### config.mk
export PLATFORM = sky130hd
export DESIGN_NAME = audio_dsp_port_controller
export DESIGN_NICKNAME = d
export VERILOG_FILES = /design/src/rtl/adpc_pkg.sv /design/src/rtl/adpc_mixer.sv /design/src/rtl/audio_dsp_port_controller.sv
export SDC_FILE = /design/constraint.sdc
export NUM_CORES = 2
export LEC_CHECK = 0
export BUFFER_PORTS_ARGS = -buffer_cell sky130_fd_sc_hd__buf_2
export CAP_MARGIN = 20
export CORE_AREA = 8 8 445 447
export DETAILED_ROUTE_END_ITERATION = 6
export DIE_AREA = 0 0 453 455
export PLACE_DENSITY = 0.67
export SKIP_CTS_REPAIR_TIMING = 1
export SLEW_MARGIN = 15
export SYNTH_ARGS = -nofsm -noshare
export SYNTH_HDL_FRONTEND = slang
export SYNTH_SLANG_ARGS = --single-unit
### constraint.sdc
create_clock -name aclk -period 9.1 [get_ports aclk]
set_clock_uncertainty 0.1 [all_clocks]
set_input_delay 1.82 -clock aclk [delete_from_list [all_inputs] [get_ports aclk]]
set_output_delay 1.82 -clock aclk [all_outputs]
set_load 0.05 [all_outputs]
### src/rtl/adpc_pkg.sv
package adpc_pkg;

    // reply fifo
    localparam int REPLY_DEPTH = 16;
    localparam int REPLY_AW    = $clog2(REPLY_DEPTH);
    localparam int REPLY_CW    = REPLY_AW + 1;

    // item kinds
    localparam logic [1:0] ACT_WRITE = 2'd0;
    localparam logic [1:0] ACT_READ  = 2'd1;
    localparam logic [1:0] ACT_TICK  = 2'd2;

    // port offsets
    localparam logic [3:0] PORT_MIX_INDEX = 4'h4;
    localparam logic [3:0] PORT_MIX_DATA  = 4'h5;
    localparam logic [3:0] PORT_RESET     = 4'h6;
    localparam logic [3:0] PORT_READ_DATA = 4'hA;
    localparam logic [3:0] PORT_COMMAND   = 4'hC;
    localparam logic [3:0] PORT_STATUS    = 4'hE;

    // commands
    localparam logic [7:0] CMD_DIRECT_DAC = 8'h10;
    localparam logic [7:0] CMD_DMA_8      = 8'h14;
    localparam logic [7:0] CMD_DMA_2BIT   = 8'h24;
    localparam logic [7:0] CMD_DMA_HS     = 8'h91;
    localparam logic [7:0] CMD_AUTO_8     = 8'h1C;
    localparam logic [7:0] CMD_AUTO_2BIT  = 8'h2C;
    localparam logic [7:0] CMD_TIME_CONST = 8'h40;
    localparam logic [7:0] CMD_BLOCK_SIZE = 8'h48;
    localparam logic [7:0] CMD_SPK_ON     = 8'hD1;
    localparam logic [7:0] CMD_SPK_OFF    = 8'hD3;
    localparam logic [7:0] CMD_SPK_STATUS = 8'hD8;
    localparam logic [7:0] CMD_DMA_EXIT   = 8'hDA;
    localparam logic [7:0] CMD_INVERT     = 8'hE0;
    localparam logic [7:0] CMD_IDENTIFY   = 8'hE1;
    localparam logic [7:0] CMD_TEST_WRITE = 8'hE4;
    localparam logic [7:0] CMD_TEST_READ  = 8'hE8;
    localparam logic [7:0] CMD_FORCE_IRQ  = 8'hF2;
    localparam logic [7:0] CMD_IRQ_TEST   = 8'hF8;

    // argument phases
    localparam logic [1:0] ARG_NONE   = 2'd0;
    localparam logic [1:0] ARG_SINGLE = 2'd1;
    localparam logic [1:0] ARG_LOW    = 2'd2;
    localparam logic [1:0] ARG_HIGH   = 2'd3;

    // configuration register indexes
    localparam logic CFG_VERSION_MAJOR = 1'b0;
    localparam logic CFG_VERSION_MINOR = 1'b1;

    localparam logic [7:0]  RESET_ACK     = 8'hAA;
    localparam logic [7:0]  MIXER_FILL    = 8'hEE;
    localparam logic [7:0]  DAC_MIDSCALE  = 8'd128;
    localparam logic [15:0] BLOCK_MAX     = 16'd65535;
    localparam logic [7:0]  STATUS_READY  = 8'h80;
    localparam logic [7:0]  SPK_REPLY_ON  = 8'hFF;

    typedef struct packed {
        logic       rd_en;
        logic [7:0] raddr;
        logic       we;
        logic [7:0] waddr;
        logic [7:0] wdata;
        logic       clear;
    } mixer_req_t;

endpackage

### src/rtl/adpc_mixer.sv
module adpc_mixer (
    input  logic                aclk,
    input  logic                aresetn,
    input  adpc_pkg::mixer_req_t req,
    output logic [7:0]          rdata
);

    logic [7:0]   mem [256];
    logic [7:0]   mem_q_reg;
    logic [7:0]   raddr_reg;
    logic         byp_reg;
    logic [7:0]   byp_data_reg;
    logic [255:0] valid_reg;
    logic [7:0]   fill_reg;

    always_ff @(posedge aclk) begin
        if (req.we) begin
            mem[req.waddr] <= req.wdata;
        end
        if (req.rd_en) begin
            mem_q_reg <= mem[req.raddr];
        end
    end

    // a write at the read address in the same cycle wins over the old word
    always_ff @(posedge aclk) begin
        if (req.rd_en) begin
            raddr_reg    <= req.raddr;
            byp_reg      <= req.we && (req.waddr == req.raddr);
            byp_data_reg <= req.wdata;
        end
    end

    // entries never written since reset or the last clear read as fill_reg: zero after reset, MIXER_FILL after a clear
    always_ff @(posedge aclk) begin
        if (!aresetn) begin
            valid_reg <= '0;
            fill_reg  <= 8'd0;
        end else if (req.clear) begin
            valid_reg <= '0;
            fill_reg  <= adpc_pkg::MIXER_FILL;
        end else if (req.we) begin
            valid_reg[req.waddr] <= 1'b1;
        end
    end

    assign rdata = valid_reg[raddr_reg] ? (byp_reg ? byp_data_reg : mem_q_reg) : fill_reg;

endmodule

### src/rtl/audio_dsp_port_controller.sv
// Sound card DSP port controller. Each input transaction is a port write,
// a port read or a sample tick (s_tuser), and each one yields exactly one
// result transaction holding the read byte, an interrupt flag and the current
// output level. Items go through an input register and a result register with
// short logic between them, so one item is taken every cycle unless
// m_tready stalls the output; the mixer bank is a 256-byte memory read at
// the pointer the previous item leaves, as the item is accepted. The user
// must set the version bytes of the identify command through the write port
// only while the block is idle; the block itself does not enforce this.
module audio_dsp_port_controller (
    input  logic        aclk,
    input  logic        aresetn,
    input  logic        cfg_we,
    input  logic        cfg_index,
    input  logic [7:0]  cfg_wdata,
    input  logic        s_tvalid,
    output logic        s_tready,
    input  logic [23:0] s_tdata,   // port[3:0], write_data[11:4], dma_sample[19:12], zero pad
    input  logic [1:0]  s_tuser,   // action[1:0]
    output logic        m_tvalid,
    input  logic        m_tready,
    output logic [23:0] m_tdata    // read_data[7:0], irq_request[8], audio_level[16:9], pad
);

    localparam int AW = adpc_pkg::REPLY_AW;
    localparam int CW = adpc_pkg::REPLY_CW;
    localparam logic [CW-1:0] DEPTH_C = CW'(adpc_pkg::REPLY_DEPTH);

    // handshake and pipeline registers
    logic        in_valid_reg;
    logic [1:0]  in_action_reg;
    logic [3:0]  in_port_reg;
    logic [7:0]  in_wd_reg;
    logic [7:0]  in_ds_reg;
    logic        out_valid_reg;
    logic [23:0] out_data_reg;
    logic        advance;
    logic        s_accept;

    // block state
    logic [7:0]    ver_major_reg, ver_minor_reg;
    logic          armed_reg, armed_next;
    logic [7:0]    cmd_reg, cmd_next;
    logic [1:0]    phase_reg, phase_next;
    logic [7:0]    reply_store_reg [adpc_pkg::REPLY_DEPTH];
    logic [AW-1:0] head_reg, head_next;
    logic [CW-1:0] count_reg, count_next;
    logic          spk_reg, spk_next;
    logic [7:0]    dac_reg, dac_next;
    logic          dma_reg, dma_next;
    logic          auto_reg, auto_next;
    logic [15:0]   len_reg, len_next;
    logic [16:0]   pos_reg, pos_next;
    logic [7:0]    test_reg, test_next;
    logic [7:0]    ptr_reg, ptr_next;

    // per-item results and fifo requests
    logic [7:0]    rd;
    logic          irq;
    logic          fifo_clr;
    logic [1:0]    push_n;
    logic [7:0]    push0, push1;
    logic          pop;
    logic          we0, we1;
    logic [AW-1:0] tail0, tail1;
    logic [AW-1:0] base_head;
    logic [CW-1:0] base_count, count1;
    logic [16:0]   pos_inc;
    logic          mix_we, mix_clr;
    logic [7:0]    mix_rdata;
    adpc_pkg::mixer_req_t mix_req;

    function automatic logic [AW-1:0] wrap_add(input logic [AW-1:0] h, input logic [CW-1:0] c);
        logic [CW:0] sum;
        sum = {2'b00, h} + {1'b0, c};
        if (sum >= {1'b0, DEPTH_C}) begin
            sum = sum - {1'b0, DEPTH_C};
        end
        return sum[AW-1:0];
    endfunction

    assign advance  = in_valid_reg && (!out_valid_reg || m_tready);
    assign s_tready = !in_valid_reg || advance;
    assign s_accept = s_tvalid && s_tready;
    assign m_tvalid = out_valid_reg;
    assign m_tdata  = out_data_reg;

    always_ff @(posedge aclk) begin
        if (!aresetn) begin
            in_valid_reg  <= 1'b0;
            out_valid_reg <= 1'b0;
        end else begin
            if (s_accept) begin
                in_valid_reg <= 1'b1;
            end else if (advance) begin
                in_valid_reg <= 1'b0;
            end
            if (advance) begin
                out_valid_reg <= 1'b1;
            end else if (m_tready) begin
                out_valid_reg <= 1'b0;
            end
        end
    end

    always_ff @(posedge aclk) begin
        if (s_accept) begin
            in_action_reg <= s_tuser;
            in_port_reg   <= s_tdata[3:0];
            in_wd_reg     <= s_tdata[11:4];
            in_ds_reg     <= s_tdata[19:12];
        end
        if (advance) begin
            out_data_reg <= {7'd0, (spk_next ? dac_next : 8'd0), irq, rd};
        end
    end

    always_ff @(posedge aclk) begin
        if (!aresetn) begin
            ver_major_reg <= 8'd2;
            ver_minor_reg <= 8'd0;
        end else if (cfg_we) begin
            unique case (cfg_index)
                adpc_pkg::CFG_VERSION_MAJOR: ver_major_reg <= cfg_wdata;
                adpc_pkg::CFG_VERSION_MINOR: ver_minor_reg <= cfg_wdata;
                default: ;
            endcase
        end
    end

    always_comb begin
        armed_next = armed_reg;
        cmd_next   = cmd_reg;
        phase_next = phase_reg;
        spk_next   = spk_reg;
        dac_next   = dac_reg;
        dma_next   = dma_reg;
        auto_next  = auto_reg;
        len_next   = len_reg;
        pos_next   = pos_reg;
        test_next  = test_reg;
        ptr_next   = ptr_reg;
        rd         = 8'd0;
        irq        = 1'b0;
        fifo_clr   = 1'b0;
        push_n     = 2'd0;
        push0      = 8'd0;
        push1      = 8'd0;
        pop        = 1'b0;
        mix_we     = 1'b0;
        mix_clr    = 1'b0;
        pos_inc    = pos_reg + 17'd1;

        if (advance) begin
            unique case (in_action_reg)
                adpc_pkg::ACT_WRITE: begin
                    unique case (in_port_reg)
                        adpc_pkg::PORT_MIX_INDEX: ptr_next = in_wd_reg;
                        adpc_pkg::PORT_MIX_DATA:  mix_we = 1'b1;
                        adpc_pkg::PORT_RESET: begin
                            if (in_wd_reg == 8'd0 && armed_reg) begin
                                spk_next   = 1'b0;
                                dac_next   = adpc_pkg::DAC_MIDSCALE;
                                phase_next = adpc_pkg::ARG_NONE;
                                dma_next   = 1'b0;
                                len_next   = adpc_pkg::BLOCK_MAX;
                                pos_next   = 17'd0;
                                fifo_clr   = 1'b1;
                                push_n     = 2'd1;
                                push0      = adpc_pkg::RESET_ACK;
                                mix_clr    = 1'b1;
                            end
                            armed_next = (in_wd_reg == 8'd1);
                        end
                        adpc_pkg::PORT_COMMAND: begin
                            if (phase_reg != adpc_pkg::ARG_NONE) begin
                                // argument byte for the pending command
                                phase_next = adpc_pkg::ARG_NONE;
                                unique case (cmd_reg)
                                    adpc_pkg::CMD_DIRECT_DAC: dac_next = in_wd_reg;
                                    adpc_pkg::CMD_DMA_8, adpc_pkg::CMD_DMA_2BIT,
                                    adpc_pkg::CMD_DMA_HS, adpc_pkg::CMD_BLOCK_SIZE: begin
                                        if (phase_reg == adpc_pkg::ARG_LOW) begin
                                            len_next   = {len_reg[15:8], in_wd_reg};
                                            phase_next = adpc_pkg::ARG_HIGH;
                                        end else begin
                                            len_next = {in_wd_reg, len_reg[7:0]};
                                            pos_next = 17'd0;
                                            if (cmd_reg != adpc_pkg::CMD_BLOCK_SIZE) begin
                                                dma_next  = 1'b1;
                                                auto_next = 1'b0;
                                                spk_next  = 1'b1;
                                            end
                                        end
                                    end
                                    adpc_pkg::CMD_INVERT: begin
                                        push_n = 2'd1;
                                        push0  = ~in_wd_reg;
                                    end
                                    adpc_pkg::CMD_TEST_WRITE: begin
                                        push_n    = 2'd1;
                                        push0     = in_wd_reg;
                                        test_next = in_wd_reg;
                                    end
                                    default: ;
                                endcase
                            end else begin
                                cmd_next = in_wd_reg;
                                unique case (in_wd_reg)
                                    adpc_pkg::CMD_DIRECT_DAC, adpc_pkg::CMD_TIME_CONST,
                                    adpc_pkg::CMD_INVERT, adpc_pkg::CMD_TEST_WRITE:
                                        phase_next = adpc_pkg::ARG_SINGLE;
                                    adpc_pkg::CMD_DMA_8, adpc_pkg::CMD_DMA_2BIT,
                                    adpc_pkg::CMD_BLOCK_SIZE, adpc_pkg::CMD_DMA_HS:
                                        phase_next = adpc_pkg::ARG_LOW;
                                    adpc_pkg::CMD_AUTO_8, adpc_pkg::CMD_AUTO_2BIT: begin
                                        dma_next  = 1'b1;
                                        pos_next  = 17'd0;
                                        auto_next = 1'b1;
                                        spk_next  = 1'b1;
                                    end
                                    adpc_pkg::CMD_SPK_ON:  spk_next = 1'b1;
                                    adpc_pkg::CMD_SPK_OFF: spk_next = 1'b0;
                                    adpc_pkg::CMD_SPK_STATUS: begin
                                        push_n = 2'd1;
                                        push0  = spk_reg ? adpc_pkg::SPK_REPLY_ON : 8'd0;
                                    end
                                    adpc_pkg::CMD_DMA_EXIT: dma_next = 1'b0;
                                    adpc_pkg::CMD_IDENTIFY: begin
                                        fifo_clr = 1'b1;
                                        push_n   = 2'd2;
                                        push0    = ver_major_reg;
                                        push1    = ver_minor_reg;
                                    end
                                    adpc_pkg::CMD_TEST_READ: begin
                                        fifo_clr = 1'b1;
                                        push_n   = 2'd1;
                                        push0    = test_reg;
                                    end
                                    adpc_pkg::CMD_FORCE_IRQ: irq = 1'b1;
                                    adpc_pkg::CMD_IRQ_TEST: begin
                                        fifo_clr = 1'b1;
                                        push_n   = 2'd1;
                                        push0    = 8'd0;
                                    end
                                    default: ;
                                endcase
                            end
                        end
                        default: ;
                    endcase
                end
                adpc_pkg::ACT_READ: begin
                    unique case (in_port_reg)
                        adpc_pkg::PORT_MIX_DATA: rd = mix_rdata;
                        adpc_pkg::PORT_READ_DATA: begin
                            if (count_reg != '0) begin
                                pop = 1'b1;
                                rd  = reply_store_reg[head_reg];
                            end
                        end
                        adpc_pkg::PORT_STATUS:
                            rd = (count_reg != '0) ? adpc_pkg::STATUS_READY : 8'd0;
                        default: ;
                    endcase
                end
                adpc_pkg::ACT_TICK: begin
                    if (dma_reg) begin
                        dac_next = in_ds_reg;
                        pos_next = pos_inc;
                        if (pos_inc > {1'b0, len_reg}) begin
                            irq = 1'b1;
                            if (auto_reg) begin
                                pos_next = 17'd0;
                            end else begin
                                dma_next = 1'b0;
                            end
                        end
                    end
                end
                default: ;
            endcase
        end

        // reply fifo: optional clear, then up to two pushes, or one pop
        base_head  = fifo_clr ? '0 : head_reg;
        base_count = fifo_clr ? '0 : count_reg;
        tail0      = wrap_add(base_head, base_count);
        we0        = (push_n != 2'd0) && (base_count < DEPTH_C);
        count1     = base_count + CW'(we0);
        tail1      = wrap_add(base_head, count1);
        we1        = (push_n == 2'd2) && (count1 < DEPTH_C);
        count_next = count1 + CW'(we1);
        head_next  = base_head;
        if (pop) begin
            head_next  = (head_reg == AW'(adpc_pkg::REPLY_DEPTH - 1)) ? '0 : head_reg + AW'(1);
            count_next = count_reg - CW'(1);
        end
    end

    always_ff @(posedge aclk) begin
        if (we0) begin
            reply_store_reg[tail0] <= push0;
        end
        if (we1) begin
            reply_store_reg[tail1] <= push1;
        end
    end

    always_ff @(posedge aclk) begin
        if (!aresetn) begin
            armed_reg <= 1'b0;
            cmd_reg   <= 8'd0;
            phase_reg <= adpc_pkg::ARG_NONE;
            head_reg  <= '0;
            count_reg <= '0;
            spk_reg   <= 1'b0;
            dac_reg   <= 8'd0;
            dma_reg   <= 1'b0;
            auto_reg  <= 1'b0;
            len_reg   <= 16'd0;
            pos_reg   <= 17'd0;
            test_reg  <= 8'd0;
            ptr_reg   <= 8'd0;
        end else begin
            armed_reg <= armed_next;
            cmd_reg   <= cmd_next;
            phase_reg <= phase_next;
            head_reg  <= head_next;
            count_reg <= count_next;
            spk_reg   <= spk_next;
            dac_reg   <= dac_next;
            dma_reg   <= dma_next;
            auto_reg  <= auto_next;
            len_reg   <= len_next;
            pos_reg   <= pos_next;
            test_reg  <= test_next;
            ptr_reg   <= ptr_next;
        end
    end

    // the next item's mixer read is issued at the pointer this item leaves
    always_comb begin
        mix_req.rd_en = s_accept;
        mix_req.raddr = ptr_next;
        mix_req.we    = mix_we;
        mix_req.waddr = ptr_reg;
        mix_req.wdata = in_wd_reg;
        mix_req.clear = mix_clr;
    end

    adpc_mixer u_mixer (
        .aclk    (aclk),
        .aresetn (aresetn),
        .req     (mix_req),
        .rdata   (mix_rdata)
    );

endmodule
==> flow_summary.json <==
{
  "status": "finished clean",
  "cts-buffers-inserted": 278,
  "worstSetupPathType": "reg -> reg",
  "timing.final.max_slew_violations": 0,
  "hold_path_startpoint": "u_mixer.valid_reg[166]",
  "global_route_wire_length_before_repair_um": 424000,
  "grt_setup_unrepaired": "false",
  "die-width_um": 453,
  "power_density_nw_per_um2": 209,
  "detail_route.drc_violations": 0,
  "most_common_cell_after_layout_fill_and_taps_aside": "sky130_fd_sc_hd__edfxtp_1",
  "report.power.total_mw": 24.2,
  "route.detailed.wl_per_inst_um": 27.5,
  "final_min_period_over_clock_period": 0.711,
  "detailedPlacementHpwl_um": 171000,
  "setup.reg_to_reg.worst_slack_ns": 2.63,
  "ordered_cell_list_for_the_critical_path": "buf_4 > or4b_1 > nor3_1 > a21oi_1 > o21ai_0 > a21oi_1 > a21oi_2 > ha_1 > ha_1 > xnor2_1 > ha_1 > a21oi_1 > xnor2_4 > nor3_2 > o21bai_1",
  "num_rows": 161,
  "power.static_leakage_nw": 38.3,
  "worst-r2r-cell-count": 15,
  "number_of_setup_violations_in_the_final_report": 0,
  "cp_slowest_stage_delay_ns": 0.78,
  "r2r_end": "reply_store_reg[5][5]",
  "min_path_cells": 2,
  "critPathArrivalTime_ns": 6.91,
  "clk_transition_reported_paths_ns": 0.06,
  "grt_max_degree": 226,
  "nNetsFinal": 7941,
  "final_total_negative_setup_slack_ns": 0,
  "tritoncts_clock_tree": "yes",
  "io_buffer_count": 54,
  "hold_slack_ns": 0.362,
  "floorplan.die.height_um": 455,
  "syn_area_cell_sq_um": 13.2,
  "cts_buffer_depth": 4,
  "via_per_inst": 6.28,
  "number_of_enable_type_register_cells_in_the_synthesized_netlist": 2240,
  "critPathCaptureType": "flip-flop",
  "mostFrequentLayoutCells": "sky130_fd_sc_hd__edfxtp_1 (2240), sky130_fd_sc_hd__nand2_1 (1636), sky130_fd_sc_hd__nor2_1 (847)",
  "critPathSlowestCell": "sky130_fd_sc_hd__nor3_2",
  "synthesis.instances": 7879,
  "timing.hold.worst_endpoint": "u_mixer.valid_reg[166]",
  "synth_warnings": 0,
  "first_global_vias": 63634,
  "drtAntennaViolNets": 0,
  "worstReg2RegStart": "in_wd_reg[3]",
  "routabilityCongestion": 0.903,
  "irDropWorstVdd_mv": 0.209,
  "synth-async-reset-ratio": 0,
  "crit_path_max_fanout": 74,
  "timing.max_slew.rel_slack": 0.101,
  "postRouteWirelength_um": 292000,
  "worst-slew-pin-transition_ns": 1.34,
  "grt.overflow.total": 0,
  "achievable-frequency_ghz": 0.155,
  "cts_root_buf": "sky130_fd_sc_hd__clkbuf_16",
  "drt_first_iter_violations": 8331,
  "area_grow_syn2layout_pct": 11.1,
  "placed_area_sq_um": 107000,
  "ys_seq_area_frac": 0.712,
  "yosys.cell_types.count": 89,
  "yosys_register_bits": 2595,
  "design.portCount": 66,
  "design_area_sq_um": 116000,
  "first_pass_iters": 6,
  "die_footprint_sq_um": 206000,
  "cts.sink_count": 2595,
  "min_period_ns": 6.47,
  "insertion_delay_ns": 0.93,
  "core_area_sq_um": 191000,
  "pre_cts_ws_ns": 1.87,
  "final_critical_path_setup_slack_ns": 2.63,
  "final_layout_size_suffix_gt1_frac": 0.104,
  "antenna_found_initial": 12,
  "synth.cell_area_sq_um": 104000,
  "timing_hold_violations_final": 0,
  "setup.worst_path.start_class": "flip-flop",
  "h_tree_depth": 5,
  "required_ns": 9.54,
  "floorplan.initialDensity": 0.546,
  "largest_reg_flops": 2048,
  "routed-via-count": 66584,
  "min-delay-path-class": "reg -> reg",
  "synth_ff_type": "sky130_fd_sc_hd__edfxtp_1",
  "drv_cap": 0,
  "global_route.usage.total": 0.276
}
-- how the worst max path moves through the flow --
stage | from | to | slack, ns | cells after the start
2_1_floorplan | in_wd_reg[0] | reply_store_reg[7][0] | 0.96 | 15
3_3_place_gp | m_tready | reply_store_reg[5][1] | 1.94 | 16
3_5_place_dp | m_tready | reply_store_reg[5][5] | 1.87 | 16
4_1_cts | in_wd_reg[3] | reply_store_reg[5][5] | 2.73 | 15
5_1_grt | in_wd_reg[3] | reply_store_reg[5][5] | 2.33 | 15
6_report | in_wd_reg[3] | reply_store_reg[5][5] | 2.63 | 15
-- cell usage after synthesis (all sizes together), types with 6 or more instances --
cell     instances  area share
nand3b           7     0.00054
a32oi           35      0.0029
nand3          422       0.020
o22ai           66      0.0040
nor2           855       0.031
and3             6     0.00036
a21oi          314       0.015
and2             8     0.00048
edfxtp        2240        0.64
a221oi          17      0.0015
o21a             8     0.00058
a211oi          21      0.0015
inv             37      0.0013
dfxtp          355       0.068
ha              29      0.0035
a31oi          152      0.0092
o221ai          21      0.0018
mux2i          342       0.033
or3             13     0.00078
o31ai            8     0.00058
nand2b          15     0.00090
nand2         1643       0.059
nor2b           27      0.0016
nor4            65      0.0041
mux4           166       0.036
buf            205       0.011
nor3b            7     0.00061
a211o            8     0.00067
o21ba           27      0.0026
clkbuf         296       0.011
xnor2           20      0.0019
nor3            21      0.0012
or2              6     0.00036
xor2            20      0.0017
a21o             7     0.00050
a2111oi         57      0.0048
a22oi           87      0.0063
nand4          116      0.0070
a22o            10     0.00084
o21ai           68      0.0033
-- through the flow --
step / instances / utilization
floorplan: 7885 / -
global placement: 10108 / 0.561
detailed placement: 10112 / 0.561
CTS: 10592 / 0.606
global route: 10599 / 0.607
finish: 10602 / 0.607
-- where the power goes --
part           switching [mW]  internal, mW  total [mW]  leakage [nW]
logic                   0.325        0.0673       0.392          11.1
clock network            4.49          6.39        10.9          4.24
registers              0.0252          12.9        12.9          22.9
total                    4.84          19.4        24.2          38.3
-- kinds of logic after synthesis --
logic type | after synthesis | share of synthesized area
compound gates | 930 | 0.0580
buf+inv | 540 | 0.0226
simple gates | 3231 | 0.131
fa+ha+maj | 31 | 0.00386
other cells | 1 | 0.0000359
mux | 511 | 0.0690
xor+xnor | 40 | 0.00354
flops | 2595 | 0.712
-- final cells by class --
type	count	area [sq um]
flip-flops and latches	2595	74400
multi-input cells	4750	28000
clock inverters	91	758
fillers	14366	75200
diodes	6	15.0
repair buffers	206	1670
clock buffers	389	7890
well taps	2526	3160
inverters	39	164
-- worst max-delay path, delay by kind of cell, from the launching register on --
family	cells	cell delay (ns)
compound gates	6	1.83
simple gates	3	1.65
fa+ha+maj	3	0.82
buf+inv	1	0.71
flops	1	0.55
xor+xnor	2	0.42
-- layer usage --
metal  GRT usage  part of all wire  vias to the layer above
met1       0.375              0.39                    33361
met5     0.00606          0.000045                        -
li1            -                 -                    29063
met2       0.433              0.46                     3470
met3      0.0572             0.099                      688
met4       0.122             0.048                        2
Power figures use the tool's default switching activity.
